## src/mict_ram.sv

```systemverilog
// ----------------------------------------------------------------------------
// mict_ram
// Generic simple dual-port RAM, one write and one registered read port.
// ----------------------------------------------------------------------------
module mict_ram #(
    parameter int WIDTH = 8,
    parameter int DEPTH = 16
) (
    input  logic                     i_clk,
    input  logic                     i_we,
    input  logic [$clog2(DEPTH)-1:0] i_waddr,
    input  logic [WIDTH-1:0]         i_wdata,
    input  logic [$clog2(DEPTH)-1:0] i_raddr,
    output logic [WIDTH-1:0]         o_rdata
);

    logic [WIDTH-1:0] r_mem [DEPTH];
    logic [WIDTH-1:0] r_rdata;

    always_ff @(posedge i_clk) begin
        if (i_we) begin
            r_mem[i_waddr] <= i_wdata;
        end
        r_rdata <= r_mem[i_raddr];
    end

    assign o_rdata = r_rdata;

endmodule

```

## config.mk

```make
export PLATFORM = sky130hd
export DESIGN_NAME = mict_ram
export DESIGN_NICKNAME = d
export VERILOG_FILES = /design/src/mict_ram.sv
export SDC_FILE = /design/constraint.sdc
export NUM_CORES = 1
export LEC_CHECK = 0
export BUFFER_PORTS_ARGS = -buffer_cell sky130_fd_sc_hd__buf_4
export CAP_MARGIN = 20
export CORE_UTILIZATION = 30
export DETAILED_ROUTE_END_ITERATION = 6
export GPL_ROUTABILITY_DRIVEN = 0
export GPL_TIMING_DRIVEN = 0
export RECOVER_POWER = 100
export SYNTH_ARGS = -nofsm -noshare
export SYNTH_HDL_FRONTEND = slang
export SYNTH_SLANG_ARGS = --single-unit
```

## constraint.sdc

```tcl
create_clock -name i_clk -period 1.9 [get_ports i_clk]
set_input_delay 0.095 -clock i_clk [delete_from_list [all_inputs] [get_ports i_clk]]
set_output_delay 0.095 -clock i_clk [all_outputs]
set_load 0.02 [all_outputs]
```

* Word level (Yosys, flattened, before mapping) *
Memory sizes are Yosys's and may differ from the RTL's. A register that Yosys moved wholly into a read port is not among the register bits.
Cells that the tools add are included.

word-level totals
  ROM bits = 0
  register bits after elaboration = 0
  memories kept = 1
  output and inout bits = 8
  input bits = 18
  RAM bits = 128
  latch bits = 0

memories
  name   depth  bits a word  read ports  clocked after Yosys merged registers in  wr ports  RTL line  text
  r_mem  16     8            1           1                                        1         17        logic [WIDTH-1:0] r_mem [DEPTH];

operators by class
  mux-type cells = 2
  shifts and indexed selects = 0
  bitwise operators = 0
  multipliers = 0
  order comparisons = 0
  equality and inequality tests = 0
  add/subtract/negate cells = 0
  reduce and logical (&&, ||, !) cells = 0
  div/mod/pow operators = 0

operators by type and width
  kind               number
  two-way mux 1 bit  2

* Depth between registers and ports, before layout *
Gate-level depths: netlist (run 1).

  word-level depth = 2
  depth in mapped cells = 5
  mapped depth without buffers = 3

* Worst setup path before layout (run 1) *
Ideal clock, no wire load.

  path type = input-to-reg
  start point = input port i_waddr[2]
  end point = memory r_mem[0][0] (enable)
  data arrival time = 1205 ps
  slack = 312 ps
  cell stages on the path = 2
  cell sequence = or3b_2 nor3_1

RTL lines
  item                RTL line  text
  start: declaration  11        input logic [$clog2(DEPTH)-1:0] i_waddr,
  end: declaration    17

No word-level cell before the write port.

* Worst setup path in the final report (run 1) *
  start point = input port i_waddr[2]
  end point = memory r_mem[0][6] (enable)

No word-level cell before the write port.

==> metrics, run 1 <==
Most used DFF post-synth=edfxtp_1; VDD IR max=roughly 0.63 mV; DR pass1 iterations=4; PostCTS Resize Cnt=0; CP Capture Type=register; clock sink count=136; Fin. Hold Viols=0; largest family of logic cells by synthesized area=multiplexers; worst r2r path cells=3; count of pins over their slew limit=0; share of cells above drive strength 1=a little over a fifth; Area Overhead vs Synth=20.3%; Setup Total Neg Slack=0 ns; crit path launch type=input pin; minimum clock period=1.60 ns; area fraction in compound gates after synthesis=2.33%; Synth top area share=74.7%; GRT Resource Usage Total=between 10% and 20%; Final period util=approximately 84%; ANT nets after route=0; fraction of registers with async set/reset=0%; Post-synth EDFFs=128; Root Driver=clkbuf_16; post-synthesis xor/xnor area fraction=0%; post-synthesis instance area=0.00515 mm2; Syn Area/Cell=22.5 um2; Reg area=0.00400 mm2; endpoints failing setup=0; Die H=about 130 um; worst slew pin tran=around 0.85 ns; Synth warnings=0; Ant. Diodes=0; nets=297; RSZ-0062 raised after global routing=no; Leak=roughly 2 nW; initial antenna violation count=0; adder and majority gate portion of the synthesized area=0%; count leader, synth=edfxtp_1; top cells by area, synth=edfxtp_1 75%, mux4_2 7.9%, mux4_1 7.1%; # hold bufs at CTS=3; PwrDens=1140 mW/mm2; Fillers=roughly 1500; largest net degree at the start of global routing=17; simple-gate portion of the synthesized area=3.18%; vias in the first global route=~2600; WS Path Type=in2reg; MaxCap Viol Count=0; WP data required=2.00 ns; cell taking the most area after synthesis=edfxtp_1; Fmax=about 620 MHz; Starting Density=30.9%; skew final=around 0.015 ns; Synth Instances=roughly 230; area of the core=between 0.015 and 0.02 mm2; I/O pins=26; grt total ovfl=0; Die X=roughly 130 um; Synth top cells by count=128 x edfxtp_1, 18 x mux4_2, 16 x a22oi_1; synth unique cells=19; first-pass GRT wire length=15600 um; synthesized flop and latch total=between 100 and 150; CTS Buffer Depth=2; Crit Path Max Fanout=5; Vias/cell=between 4 and 5; register area share after synthesis=77.8%; DRT iter0 DRCs=between 200 and 250; Multi-input gate area=0.00106 mm2; multiplexer share of the synthesized area=15.0%; Clock Latency Late Sink=0.42 ns; hold crit path type=in2reg; Worst Path Arrival=1.70 ns; syn nets=247; row count=47; Inserted Clock Buffers=17; postcts setup bufs=0; Worst slew margin=a little over two fifths; hold path depth=2; die area=approximately 0.018 mm2; DRC=0; vias post-DR=2390; WL final=10400 um; average wire per standard cell=20.4 um; CTS tree=done; Clock transition at path regs=approximately 0.060 ns; number of port buffers=24; H-tree depth=4; post-DP HPWL=just under 7000 um; status=finished clean; utilization after layout=between 30% and 40%
==> report_power, final <==
group	switching (W)	internal [W]	total (W)
registers	0.0000156	0.00336	0.00337
logic	0.000213	0.000134	0.000346
clock network	0.00120	0.00217	0.00336
total	0.00143	0.00566	0.00708
==> per-layer routing <==
| layer | wire length (um) | vias to the layer above | global-route usage (%) | part of all wire (%) |
|---|---|---|---|---|
| li1 | - | 1073 | - | - |
| met1 | 4470 | 1238 | 15.6 | 43 |
| met2 | 5160 | 70 | 20.5 | 50 |
| met3 | 688 | 9 | 4.56 | 6.6 |
| met4 | 102 | 0 | 5.94 | 0.98 |
| met5 | 0 | - | 0 | 0 |
==> cell families (layout without fill, tap and decap cells) <==
logic type | Yosys count | after routing
buf+inv | 10 | 72
simple gates | 35 | 35
mux | 32 | 32
flops | 136 | 136
compound gates | 16 | 16
==> flip-flops by register name (all words and copies together) (netlist names) <==
signal / count
o_rdata: 8
r_mem: 128
==> path summary, 6_finish.rpt <==
kind	endpoint	from	slack (ns)
worst max-delay path	r_mem[0][6]	i_waddr[2]	0.30
worst min-delay path	r_mem[8][6]	i_waddr[1]	0.1
worst max register to register	o_rdata[1]	r_mem[2][1]	0.36
worst min register to register	o_rdata[4]	r_mem[11][4]	0.68
==> cells in the final DEF, fill, tap and decap left out, types with 2 or more instances in the layout <==
| cell type | count |
|---|---|
| a22oi_1 | 16 |
| buf_2 | 3 |
| buf_4 | 8 |
| buf_6 | 3 |
| bufinv_16 | 4 |
| clkbuf_1 | 21 |
| clkbuf_16 | 17 |
| clkdlybuf4s25_2 | 3 |
| clkinv_1 | 3 |
| clkinvlp_4 | 5 |
| dfxtp_1 | 8 |
| dlygate4sd3_1 | 3 |
| edfxtp_1 | 128 |
| mux4_1 | 14 |
| mux4_2 | 18 |
| nand2_1 | 9 |
| nand2b_1 | 2 |
| nand3b_1 | 2 |
| nor2_1 | 13 |
| nor3_1 | 4 |
==> metrics by stage <==
step                instance area (um2)  worst slack [ns]  instances  hold WS (ns)  power (W)
finish                             6190             0.300        511        0.0980    0.00708
global placement                   5600            -0.287        473         0.413    0.00380
global route                       6190             0.188        511        0.0896    0.00728
detailed placement                 5630           -0.0767        477         0.442    0.00381
floorplan                          5150             0.312        229         0.194    0.00363
CTS                                6270             0.364        511       0.00986    0.00717
==> area by class of cell <==
| type | instances | area share [%] |
|---|---|---|
| clock buffer | 17 | 6.87 |
| clock inverter | 14 | 2.95 |
| sequential | 136 | 64.7 |
| tap | 220 | 4.45 |
| timing repair buffer | 31 | 2.61 |
| multi-input combinational | 83 | 17.1 |
| buffer | 10 | 1.39 |
==> worst max-delay path, stage by stage <==
cell and delay (ns):
clkbuf_1 0.13, or3b_2 0.53, nor3_1 0.63, clkbuf_1 0.31
No activity file was read; power rests on OpenSTA's default activity.
==> inputs of run 2 (changes only) <==
- ABC_AREA: unset -> 1
- clock period: 1.9 -> 1.5 ns (I/O delays scaled with it)
==> metrics, run 2 <==
status=finished clean; hold crit path type=in2reg; internal power=between 0.007 and 0.008 W; average wire per standard cell=16.5 um; synth unique cells=12; Synth Instances=551; top cells by area, synth=edfxtp_1 67%, nand2_1 11%, nand3_1 8.4%; worst r2r path cells=6; ANT nets after route=0; VDD IR max=between 0.6 and 0.7 mV; Die H=141 um; share of cells above drive strength 1=9.57%; Root Driver=clkbuf_16; capture point of the worst reg-to-reg path=o_rdata[0]; die area=0.0198 mm2; clock network fraction of total power=47.1%; Synth top area share=66.7%; post-DP HPWL=9010 um; DR pass1 iterations=5; CP Launch Point=i_waddr[1]; cell taking the most area after synthesis=edfxtp_1; number of port buffers=22; max FFs per register=128; setup ws final=0.320 ns; vias post-DR=3769; area of the core=0.0188 mm2; RSZ-0062 raised after global routing=no; row count=50; Multi-input gate area=0.00121 mm2; count of pins over their slew limit=0; register area share after synthesis=69.4%; Post-synth EDFFs=128; critical path endpoint=r_mem[13][0]; Inserted Clock Buffers=17; H-tree depth=4; Clock Latency Late Sink=between 0.4 and 0.5 ns; commonest non-fill, non-tap cell in the layout=nand2_1; crit path launch type=input pin; Crit Path Max Fanout=8; WS Path Type=in2reg; worst slew pin tran=1.01 ns; minimum clock period=1.18 ns; Fillers=1832; Final period util=approximately four fifths; GRT Resource Usage Total=15.0%; vias in the first global route=3516; DRC=0; Worst Path Arrival=1.21 ns; Die X=around 140 um; sw frac=21.7%; Clock transition at path regs=0.06 ns; post-synthesis instance area=0.00577 mm2; CTS Buffer Depth=2; DRT iter0 DRCs=around 310; DP Area=approximately 0.0062 mm2; PostCTS Resize Cnt=0; first-pass GRT wire length=20900 um; PwrDens=~1300 mW/mm2; Setup Total Neg Slack=0 ns; Top reg by flops=r_mem; Synth top cells by count=173 x nand2_1, 128 x edfxtp_1, 100 x inv_1; worst min-delay path startpoint=i_raddr[2]; Reg area=between 0.004 and 0.005 mm2; Synth warnings=0; Leak=between 2 and 3 nW; count leader, synth=nand2_1; Most used DFF post-synth=edfxtp_1; syn nets=569; Sw Pwr=0.00199 W; clock sink count=around 140; CTS tree=done; pre-CTS WS=-0.123 ns; Fmax=847 MHz; leading cell types in the layout, fill and taps excluded=173 x nand2_1, 128 x edfxtp_1, 100 x inv_1; synthesized flop and latch total=136; R2R setup slack=roughly 0.45 ns; postcts setup bufs=0; I/O pins=26; WL final=roughly 14000 um; CP Capture Type=register; Seq pwr share=46.6%; grt total ovfl=0; Area Overhead vs Synth=17.9%; Fin. Hold Viols=0; Placed Instances=about 800; nets=between 600 and 700; initial antenna violation count=0; Ant. Diodes=0; skew final=0.00839 ns; Gate power share=6.3%; WP data required=1.53 ns; fraction of registers with async set/reset=0%; Syn Area/Cell=10.5 um2; # hold bufs at CTS=1; Starting Density=a little under a third; cell area after layout=0.00680 mm2; endpoints failing setup=0; RR Startpoint=r_mem[14][0]; Non-Filler Instances=840; largest net degree at the start of global routing=17; Worst slew margin=between 30% and 40%; Vias/cell=4.49; MaxCap Viol Count=0
## run 2: cell families (layout without fill, tap and decap cells)
group                  Yosys count  count (layout)  synth area share [%]
and+or+nand+nor                289             289                  21.0
DFF                            136             136                  69.4
buffers and inverters          126             181                  9.52
## run 2: critical path, stage by stage
cell and delay, ns:
clkbuf_1 0.09, inv_1 0.07, nand2_1 0.15, nor2_1 0.81
## run 2: per-stage QoR
stage	hold WS (ns)	total power, W	utilization (%)
2_1_floorplan	0.174	0.00468	-
3_3_place_gp	0.428	0.00495	33.2
3_5_place_dp	0.429	0.00496	33.2
4_1_cts	0.00422	0.00923	36.6
5_1_grt	0.0921	0.00944	36.2
6_report	0.0989	0.00917	36.2
## run 2: cell type report
cell class | instances | area share (%)
Clock inverter | 7 | 1.09
Sequential cell | 136 | 58.9
Timing Repair Buffer | 23 | 1.53
Inverter | 102 | 5.63
Clock buffer | 25 | 8.25
Tap cell | 234 | 4.31
Multi-Input combinational cell | 289 | 17.9
Buffer | 24 | 2.45
## run 2: how the worst min path moves through the flow
stage             endpoint  slack [ns]  cells after the start
2_1_floorplan  r_mem[0][0]        0.17                      0
3_3_place_gp   r_mem[2][5]        0.43                      1
3_5_place_dp   r_mem[2][5]        0.43                      1
4_1_cts        r_mem[7][2]       0.004                      1
5_1_grt         o_rdata[0]        0.09                      4
6_report        o_rdata[0]         0.1                      4
## run 2: metal layers
metal	GRT usage, %	share of wire [%]	up-vias
met2	21.7	44	143
li1	-	-	1854
met1	21.1	48	1752
met3	3.50	6.9	20
met4	6.92	1.6	0
met5	0	0	-
## run 2: power groups by stage
stage          Combinational [W]  Clock [W]  Sequential [W]
2_1_floorplan           0.000300          0         0.00438
3_3_place_gp            0.000605          0         0.00435
3_5_place_dp            0.000608          0         0.00435
4_1_cts                 0.000613    0.00435         0.00427
5_1_grt                 0.000636    0.00452         0.00428
6_report                0.000579    0.00432         0.00427
