$ cat config.mk
export PLATFORM = sky130hd
export DESIGN_NAME = mict_ctrl_flat
export DESIGN_NICKNAME = d
export VERILOG_FILES = /design/src/mict_pkg.sv /design/src/mict_if.sv /design/src/mict_ctrl.sv /design/src/flat_wrapper.sv
export SDC_FILE = /design/constraint.sdc
export NUM_CORES = 1
export LEC_CHECK = 0
export BUFFER_PORTS_ARGS = -buffer_cell sky130_fd_sc_hd__buf_2
export CORE_MARGIN = 8
export CORE_UTILIZATION = 52
export CTS_BUF_LIST = sky130_fd_sc_hd__clkbuf_16
export DETAILED_ROUTE_END_ITERATION = 16
export GPL_TIMING_DRIVEN = 0
export PLACE_DENSITY = 0.9
export SETUP_SLACK_MARGIN = 0.15
export SLEW_MARGIN = 20
export SYNTH_ARGS = -nofsm -noshare
export SYNTH_HDL_FRONTEND = slang
export SYNTH_SLANG_ARGS = --single-unit
$ cat constraint.sdc
create_clock -name i_clk -period 5 [get_ports i_clk]
set_clock_uncertainty 0.1 [all_clocks]
set_input_delay 0.75 -clock i_clk [delete_from_list [all_inputs] [get_ports i_clk]]
set_output_delay 0.75 -clock i_clk [all_outputs]
set_load 0.05 [all_outputs]
$ cat src/mict_pkg.sv
// ----------------------------------------------------------------------------
// mict_pkg
// Shared constants, types and the hash for the multiset intersection table.
// ----------------------------------------------------------------------------
package mict_pkg;

    localparam int TABLE_ENTRIES = 1024;
    localparam int IDX_W         = $clog2(TABLE_ENTRIES);
    localparam int USED_W        = $clog2(TABLE_ENTRIES + 1);
    localparam int KEY_W         = 32;
    localparam int CNT_W         = 11;
    localparam int KIND_W        = 2;
    localparam int ENTRY_W       = 1 + CNT_W + KEY_W;

    localparam logic [CNT_W-1:0]  CNT_MAX  = '1;
    localparam logic [IDX_W-1:0]  LAST_IDX = IDX_W'(TABLE_ENTRIES - 1);
    localparam logic [USED_W-1:0] USED_MAX = USED_W'(TABLE_ENTRIES);
    localparam logic [IDX_W:0]    ENTRIES_EXT = (IDX_W + 1)'(TABLE_ENTRIES);

    localparam logic [KIND_W-1:0] KIND_LOAD   = 2'd0;
    localparam logic [KIND_W-1:0] KIND_PROBE  = 2'd1;
    localparam logic [KIND_W-1:0] KIND_FINISH = 2'd2;

    // One table slot. occupied with count zero marks an erased slot.
    typedef struct packed {
        logic             occupied;
        logic [CNT_W-1:0] count;
        logic [KEY_W-1:0] key;
    } t_entry;

    typedef struct packed {
        logic               we;
        logic [IDX_W-1:0]   waddr;
        t_entry             wdata;
        logic [IDX_W-1:0]   raddr;
    } t_ram_req;

    typedef struct packed {
        logic             valid;
        logic [KEY_W-1:0] value_out;
        logic             matched;
        logic             full_res;
    } t_result;

    // XOR-fold of the key down to a slot index, then one fold into range.
    function automatic logic [IDX_W-1:0] f_hash(input logic [KEY_W-1:0] key);
        logic [IDX_W-1:0] h;
        h = '0;
        for (int i = 0; i < KEY_W; i++) begin
            h[i % IDX_W] = h[i % IDX_W] ^ key[i];
        end
        if ({1'b0, h} >= ENTRIES_EXT) begin
            h = h - ENTRIES_EXT[IDX_W-1:0];
        end
        return h;
    endfunction

endpackage

$ cat src/mict_if.sv
// ----------------------------------------------------------------------------
// mict_in_if / mict_res_if
// Valid/ready channels for input items and result items.
// ----------------------------------------------------------------------------
interface mict_in_if;
    logic                            valid;
    logic                            ready;
    logic [mict_pkg::KIND_W-1:0]     kind;
    logic signed [mict_pkg::KEY_W-1:0] value;

    modport source (output valid, output kind, output value, input ready);
    modport sink   (input valid, input kind, input value, output ready);
endinterface


$ cat src/mict_ctrl.sv
// ----------------------------------------------------------------------------
// mict_ctrl
// Sequencer: hashes the key, probes linearly one slot per cycle while the
// output is free, updates the slot in place, and runs the clearing pass.
// ----------------------------------------------------------------------------
module mict_ctrl (
    input  logic               i_clk,
    input  logic               i_rst_n,
    mict_in_if.sink            i_item,
    input  logic               i_out_free,
    input  mict_pkg::t_entry   i_rd_entry,
    output mict_pkg::t_ram_req o_ram_req,
    output mict_pkg::t_result  o_result
);

    typedef enum logic [2:0] {
        ST_CLEAR = 3'b001,
        ST_IDLE  = 3'b010,
        ST_CHECK = 3'b100
    } t_state;

    t_state r_state, n_state;

    logic [mict_pkg::IDX_W-1:0]  r_addr, n_addr;
    logic [mict_pkg::IDX_W-1:0]  r_steps, n_steps;
    logic                        r_tomb_vld, n_tomb_vld;
    logic [mict_pkg::IDX_W-1:0]  r_tomb_addr, n_tomb_addr;
    logic [mict_pkg::USED_W-1:0] r_used, n_used;
    logic                        r_fin, n_fin;
    logic [mict_pkg::KIND_W-1:0] r_kind, n_kind;
    logic [mict_pkg::KEY_W-1:0]  r_key, n_key;

    logic                        slot_hit;
    logic                        slot_empty;
    logic                        slot_tomb;
    logic                        slot_last;
    logic [mict_pkg::IDX_W-1:0]  addr_next;

    assign slot_hit   = i_rd_entry.occupied && (i_rd_entry.count != '0)
                        && (i_rd_entry.key == r_key);
    assign slot_empty = !i_rd_entry.occupied;
    assign slot_tomb  = i_rd_entry.occupied && (i_rd_entry.count == '0);
    assign slot_last  = (r_steps == mict_pkg::LAST_IDX);
    assign addr_next  = (r_addr == mict_pkg::LAST_IDX) ? '0 : r_addr + 1'b1;

    always_comb begin
        n_state     = r_state;
        n_addr      = r_addr;
        n_steps     = r_steps;
        n_tomb_vld  = r_tomb_vld;
        n_tomb_addr = r_tomb_addr;
        n_used      = r_used;
        n_fin       = r_fin;
        n_kind      = r_kind;
        n_key       = r_key;

        i_item.ready      = 1'b0;
        o_ram_req.we      = 1'b0;
        o_ram_req.waddr   = r_addr;
        o_ram_req.wdata   = '0;
        o_result          = '0;

        unique case (r_state)
            ST_IDLE: begin
                i_item.ready = 1'b1;
                if (i_item.valid) begin
                    n_kind     = i_item.kind;
                    n_key      = unsigned'(i_item.value);
                    n_steps    = '0;
                    n_tomb_vld = 1'b0;
                    if (i_item.kind == mict_pkg::KIND_FINISH) begin
                        n_state = ST_CLEAR;
                        n_addr  = '0;
                        n_fin   = 1'b1;
                    end else begin
                        n_state = ST_CHECK;
                        n_addr  = mict_pkg::f_hash(unsigned'(i_item.value));
                    end
                end
            end

            ST_CHECK: begin
                if (i_out_free) begin
                    case (r_kind)
                        mict_pkg::KIND_LOAD: begin
                            if (slot_hit) begin
                                o_ram_req.we             = 1'b1;
                                o_ram_req.wdata          = i_rd_entry;
                                if (i_rd_entry.count != mict_pkg::CNT_MAX) begin
                                    o_ram_req.wdata.count = i_rd_entry.count + 1'b1;
                                end
                                o_result.valid = 1'b1;
                                n_state        = ST_IDLE;
                            end else if (slot_empty || slot_last) begin
                                o_result.valid = 1'b1;
                                n_state        = ST_IDLE;
                                if (r_used == mict_pkg::USED_MAX) begin
                                    o_result.full_res = 1'b1;
                                end else begin
                                    // reuse the first erased slot on the path
                                    o_ram_req.we             = 1'b1;
                                    o_ram_req.waddr          = r_tomb_vld ? r_tomb_addr
                                                                          : r_addr;
                                    o_ram_req.wdata.occupied = 1'b1;
                                    o_ram_req.wdata.count    = mict_pkg::CNT_W'(1);
                                    o_ram_req.wdata.key      = r_key;
                                    n_used                   = r_used + 1'b1;
                                end
                            end else begin
                                if (slot_tomb && !r_tomb_vld) begin
                                    n_tomb_vld  = 1'b1;
                                    n_tomb_addr = r_addr;
                                end
                                n_addr  = addr_next;
                                n_steps = r_steps + 1'b1;
                            end
                        end

                        mict_pkg::KIND_PROBE: begin
                            if (slot_hit) begin
                                o_ram_req.we          = 1'b1;
                                o_ram_req.wdata       = i_rd_entry;
                                o_ram_req.wdata.count = i_rd_entry.count - 1'b1;
                                if (i_rd_entry.count == mict_pkg::CNT_W'(1)) begin
                                    n_used = r_used - 1'b1;
                                end
                                o_result.valid     = 1'b1;
                                o_result.value_out = r_key;
                                o_result.matched   = 1'b1;
                                n_state            = ST_IDLE;
                            end else if (slot_empty || slot_last) begin
                                o_result.valid = 1'b1;
                                n_state        = ST_IDLE;
                            end else begin
                                n_addr  = addr_next;
                                n_steps = r_steps + 1'b1;
                            end
                        end

                        default: begin
                            o_result.valid = 1'b1;
                            n_state        = ST_IDLE;
                        end
                    endcase
                end
            end

            ST_CLEAR: begin
                o_ram_req.we = 1'b1;
                if (r_addr == mict_pkg::LAST_IDX) begin
                    if (!r_fin || i_out_free) begin
                        o_result.valid = r_fin;
                        n_fin          = 1'b0;
                        n_used         = '0;
                        n_state        = ST_IDLE;
                    end
                end else begin
                    n_addr = r_addr + 1'b1;
                end
            end

            default: begin
                n_state = ST_CLEAR;
                n_addr  = '0;
            end
        endcase

        // read port follows the next slot so its data is ready when that slot is current
        o_ram_req.raddr = n_addr;
    end

    always_ff @(posedge i_clk) begin
        if (!i_rst_n) begin
            r_state <= ST_CLEAR;
            r_addr  <= '0;
            r_used  <= '0;
            r_fin   <= 1'b0;
        end else begin
            r_state <= n_state;
            r_addr  <= n_addr;
            r_used  <= n_used;
            r_fin   <= n_fin;
        end
    end

    always_ff @(posedge i_clk) begin
        r_steps     <= n_steps;
        r_tomb_vld  <= n_tomb_vld;
        r_tomb_addr <= n_tomb_addr;
        r_kind      <= n_kind;
        r_key       <= n_key;
    end

endmodule

$ cat src/flat_wrapper.sv
// flat-port wrapper written by rule: the top's interface ports become plain ports
module mict_ctrl_flat 
  (i_clk, i_rst_n, i_out_free, i_rd_entry, o_ram_req, o_result, i_item_valid, i_item_kind, i_item_value, i_item_ready);
  mict_in_if i_item_i ();
  input  logic i_clk;
  input  logic i_rst_n;
  input  logic i_out_free;
  input  mict_pkg::t_entry i_rd_entry;
  output mict_pkg::t_ram_req o_ram_req;
  output mict_pkg::t_result o_result;
  input wire logic [$bits(i_item_i.valid)-1:0] i_item_valid;
  input wire logic [$bits(i_item_i.kind)-1:0] i_item_kind;
  input wire logic [$bits(i_item_i.value)-1:0] i_item_value;
  output wire logic [$bits(i_item_i.ready)-1:0] i_item_ready;
  assign i_item_i.valid = i_item_valid;
  assign i_item_i.kind = i_item_kind;
  assign i_item_i.value = i_item_value;
  assign i_item_ready = i_item_i.ready;
  mict_ctrl u_core (.i_clk(i_clk), .i_rst_n(i_rst_n), .i_item(i_item_i), .i_out_free(i_out_free), .i_rd_entry(i_rd_entry), .o_ram_req(o_ram_req), .o_result(o_result));
endmodule
Yosys cells after proc, flatten, opt, wreduce, memory -nomap -nowiden. Cells that the tools add are included.

Flip-flop bits (word level): 80. Input bits: 82. Output and inout port bits: 101. Logic and storage cells: 166.

$add $sub $neg: 6. Equality and inequality tests: 28. Muxes and demuxes: 76. Bitwise gates (word level): 24. Reduce and logical (&&, ||, !) cells: 23.

Operators by type and width (count): 2-to-1 mux 55 bit (3); 2-to-1 mux 10 bit (16); 2-to-1 mux 11 bit (9); 2-to-1 mux 44 bit (2); one-hot mux 44 bit (2 select lines) (1); 2-to-1 mux 33 bit (2); 2-to-1 mux 54 bit (1); one-hot mux 11 bit (2 select lines) (2); 2-to-1 mux 35 bit (1); 2-to-1 mux 34 bit (1); equality test 32 bit (1); one-hot mux 10 bit (3 select lines) (1); 2-to-1 mux 3 bit (8); adder 11 x 1 -> 11 bit (second input constant) (2); 2-to-1 mux 1 bit (22); subtractor 11 x 1 -> 11 bit (second input constant) (2); XOR 1 bit (22); adder 10 x 1 -> 10 bit (second input constant) (2); equality test 10 bit (second input constant) (2); one-hot mux 10 bit (2 select lines) (1); != test 2 bit (second input constant) (6); AND reduction 6 bit (2); equality test 11 x 1 -> 1 bit (second input constant) (1); equality test 11 bit (second input constant) (1); other kinds (25) (46).

Longest topological paths before layout.
Depth in word-level cells: 9. Gate-level depth with buffers: 10. Mapped depth without buffers: 9.

Worst setup path before layout. OpenSTA, ideal clock, no wires.

Kind: input to output. Start point: input i_rd_entry[32] (netlist bit). End point: output o_ram_req[43] (netlist bit). Arrival: 3.347 ns. Required time: 4.150 ns. Slack: 0.803 ns. Stages: 8. Buffers on the path: 0. Cell sequence: inv_1 ha_1 nor3b_4 a2111oi_0 nand4_1 nor2_1 inv_2 a211oi_1.

RTL lines: start: declaration (RTL line flat_wrapper.sv:8) `input mict_pkg::t_entry i_rd_entry;`; end: declaration (RTL line flat_wrapper.sv:9) `output mict_pkg::t_ram_req o_ram_req;`.

==> impl_metrics.tcl <==
set metrics [dict create \
    die_w_um 121 \
    drt-total-wl_um 19400 \
    clkPwrFrac_pct 42.4 \
    cts_tree "built" \
    yosys.area_share.simple_pct 24.4 \
    netlist_instances 630 \
    seq_area_frac_synth_pct 37.2 \
    dp_hpwl_um 14900 \
    area_growth_pct 24.8 \
    antenna_left 0 \
    r2r_end "u_core.r_used[9]" \
    syn_area_sq_um 5780 \
    worstPathRequired_ns 4.15 \
    path_cells "ha_1, nand3_1, o41ai_1, nand3b_1, or3_4, nor2_2, buf_2, a22o_1, buf_2" \
    ys_top_cells_by_area "edfxtp_1, dfxtp_1, xnor2_1, a22o_1, and2_1" \
    synth-compound-area-share_pct 15.7 \
    antenna_found_initial 2 \
    grt_max_degree 36 \
    min_to "u_core.r_tomb_addr[3]" \
    min_path_type "flop to flop" \
    cts.repair.resized 0 \
    design.core.area_sq_um 10800 \
    first_pass_iters 6 \
    worstPathArrival_ns 3.60 \
    start_kind "flop" \
    synth_seq_cells 80 \
    syn_nets 728 \
    slowest_delay_ns 0.80 \
    async_flop_share_pct 0 \
    internal-power_mw 1.26 \
    power_mw 1.69 \
    synth_top_area_cell "edfxtp_1" \
    clkTransAtPathRegs_ns 0.06 \
    timing.critical_path.mode_cell "buf_2" \
    via_per_inst 6.12 \
    root_buffer "clkbuf_16" \
    num_rows 38 \
    cts_buffer_depth 2 \
    worst_setup_path_end_kind "output port" \
    port_buffers 182 \
    outcome "finished clean" \
    cap_violations 0 \
    grt_pass1_wl_um 29700 \
    grt.overflow.total 0 \
    synth_xor_area_share_pct 12.0 \
    worst_pin_slew_ns 1.02 \
    slew_headroom_pct 31.8 \
    r2r_slack_ns 1.66 \
    grt_usage_pct 25.3 \
    synth_top_family_by_area "simple AND/OR/NAND/NOR gates" \
    post-route-min-period_ns 4.45 \
    start_util_pct 53.4 \
    synth_edf_count 55 \
    drive_above_1_share_pct 26.5 \
    route.detailed.drc 0 \
    leakagePower_nw 3.12 \
    hold_buffers 0 \
    synthMuxAreaShare_pct 4.22 \
    synth_adder_area_share_pct 3.59 \
    clkLatencyLatePin_ns 0.34 \
    switchingPower_mw 0.433 \
    rsz0062_at_grt "false" \
    ir_drop_mv 0.239 \
    pwr-share-comb_pct 15.1 \
    worstHoldPathCells 0 \
    synth_flop_cell "edfxtp_1" \
    r2r_start "u_core.r_kind[0]" \
    fin_nets 923 \
    htreeDepth 3 \
    reg2regPathDepth 9 \
    cpMaxStageDelayCell "o41ai_1" \
    avgSynthCellArea_sq_um 9.18 \
    worstHoldStart "u_core.r_addr[3]" \
    vias 5951 \
    powerDensity_nw_per_um2 235 \
    cts_buffers 9 \
    cts.sinks 80 \
    setup_viol_count_final 0 \
    cts_setup_buffers 0 \
    yosys_warnings 0 \
    seqPwrFrac_pct 42.5 \
    hold_violations 0 \
    dieArea_sq_um 14800 \
    fin_crit_sh_pct 89.0 \
    swShare_pct 25.5 \
    max_freq_mhz 225 \
    slew_viol_final 0 \
    path_max_fanout 10 \
    drt_iter0_drc 665 \
    grt_pass1_vias 5562 \
    crit_type "flop to output port" \
    die_h_um 121 \
    io-pin-count 183 \
    netlist.area_leader.share_pct 28.6 \
    wl_per_cell_um 19.9 \
    timing.setup.tns_ns 0 \
    yosysUniqueCellTypes 72 \
    gp_congestion 0.918 \
]
[critical path, delay by kind of cell, from the launching register on]
kind	cells	cell delay, ns
fa+ha+maj	1	0.21
buf+inv	2	0.58
simple gates	4	1.12
flops	1	0.38
compound gates	2	0.98
[cell type report]
type | count | area (sq um)
multi-input combinational | 509 | 3470
clock inverter | 6 | 75.1
sequential | 80 | 2150
fill | 857 | 3620
timing repair buffer | 184 | 923
buffer | 27 | 115
inverter | 14 | 52.6
clock buffer | 10 | 250
antenna | 2 | 5.00
tap | 140 | 175
[logic make-up (layout without fill, tap and decap cells)]
logic type / after synthesis / in the layout
buf+inv: 41 / 241
mux: 23 / 23
simple gates: 264 / 264
flops: 80 / 80
compound gates: 127 / 127
fa+ha+maj: 16 / 16
xor+xnor: 79 / 79
other cells: 0 / 2
[flip-flops by register name (all words and copies together) (netlist names)]
| signal | flops |
|---|---|
| u_core.r_addr | 10 |
| u_core.r_state | 3 |
| u_core.r_tomb_vld | 1 |
| u_core.r_key | 32 |
| u_core.r_fin | 1 |
| u_core.r_steps | 10 |
| u_core.r_used | 11 |
| u_core.r_kind | 2 |
| u_core.r_tomb_addr | 10 |
[power groups by stage]
stage | clock [mW] | sequential (mW) | combinational (mW)
after floorplan | 0 | 0.731 | 0.153
after global placement | 0 | 0.734 | 0.245
after detailed placement | 0 | 0.734 | 0.249
after CTS | 0.717 | 0.720 | 0.252
after global routing | 0.745 | 0.721 | 0.274
final | 0.718 | 0.720 | 0.256
[synth_stat cells (all sizes together) (9+ instances only)]
master,number
a21oi,21
a22o,32
and2,35
buf,9
clkbuf,18
dfxtp,25
edfxtp,55
ha,15
inv,13
mux2,11
mux2i,12
nand2,56
nand3,30
nand4,18
nor2,50
nor3,15
nor4,9
o21ai,27
or3,9
xnor2,56
xor2,23
[how the worst max path moves through the flow]
stage / to / start / slack, ns
floorplan: o_ram_req[43] / i_rd_entry[32] / 0.80
global placement: u_core.r_tomb_vld / i_rd_entry[35] / 0.15
detailed placement: o_ram_req[17] / i_rd_entry[32] / 0.67
CTS: o_ram_req[30] / u_core.r_steps[0] / 0.59
global route: o_ram_req[30] / u_core.r_steps[0] / 0.36
finish: o_ram_req[30] / u_core.r_steps[0] / 0.55
[layer usage]
metal | up-vias | GRT usage (%) | wire [um]
met4 | 0 | 8.64 | 537
met2 | 409 | 42.2 | 9300
met1 | 2745 | 31.5 | 7370
li1 | 2742 | - | -
met5 | - | 0 | 0
met3 | 55 | 5.63 | 2180
[stage by stage]
stage | utilization (%) | cell area (sq um) | hold WS [ns] | instances | worst slack (ns)
6_report | 66.6 | 7220 | 0.337 | 972 | 0.549
3_3_place_gp | 63.4 | 6870 | 0.321 | 952 | 0.147
2_1_floorplan | - | 5780 | 0.306 | 630 | 0.803
3_5_place_dp | 63.6 | 6890 | 0.324 | 954 | 0.673
5_1_grt | 66.6 | 7220 | 0.345 | 972 | 0.357
4_1_cts | 66.6 | 7210 | 0.339 | 970 | 0.593
[layout by cell type, fill, tap and decap left out, drive strengths merged, types with 9 or more instances in the layout]
| cell type | Yosys | final |
|---|---|---|
| a21oi | 21 | 21 |
| a22o | 32 | 32 |
| and2 | 35 | 35 |
| buf | 9 | 193 |
| clkbuf | 18 | 28 |
| dfxtp | 25 | 25 |
| edfxtp | 55 | 55 |
| ha | 15 | 15 |
| inv | 13 | 16 |
| mux2 | 11 | 11 |
| mux2i | 12 | 12 |
| nand2 | 56 | 56 |
| nand3 | 30 | 30 |
| nand4 | 18 | 18 |
| nor2 | 50 | 50 |
| nor3 | 15 | 15 |
| nor4 | 9 | 9 |
| o21ai | 27 | 27 |
| or3 | 9 | 9 |
| xnor2 | 56 | 56 |
| xor2 | 23 | 23 |
No activity file was read; power rests on OpenSTA's default activity.
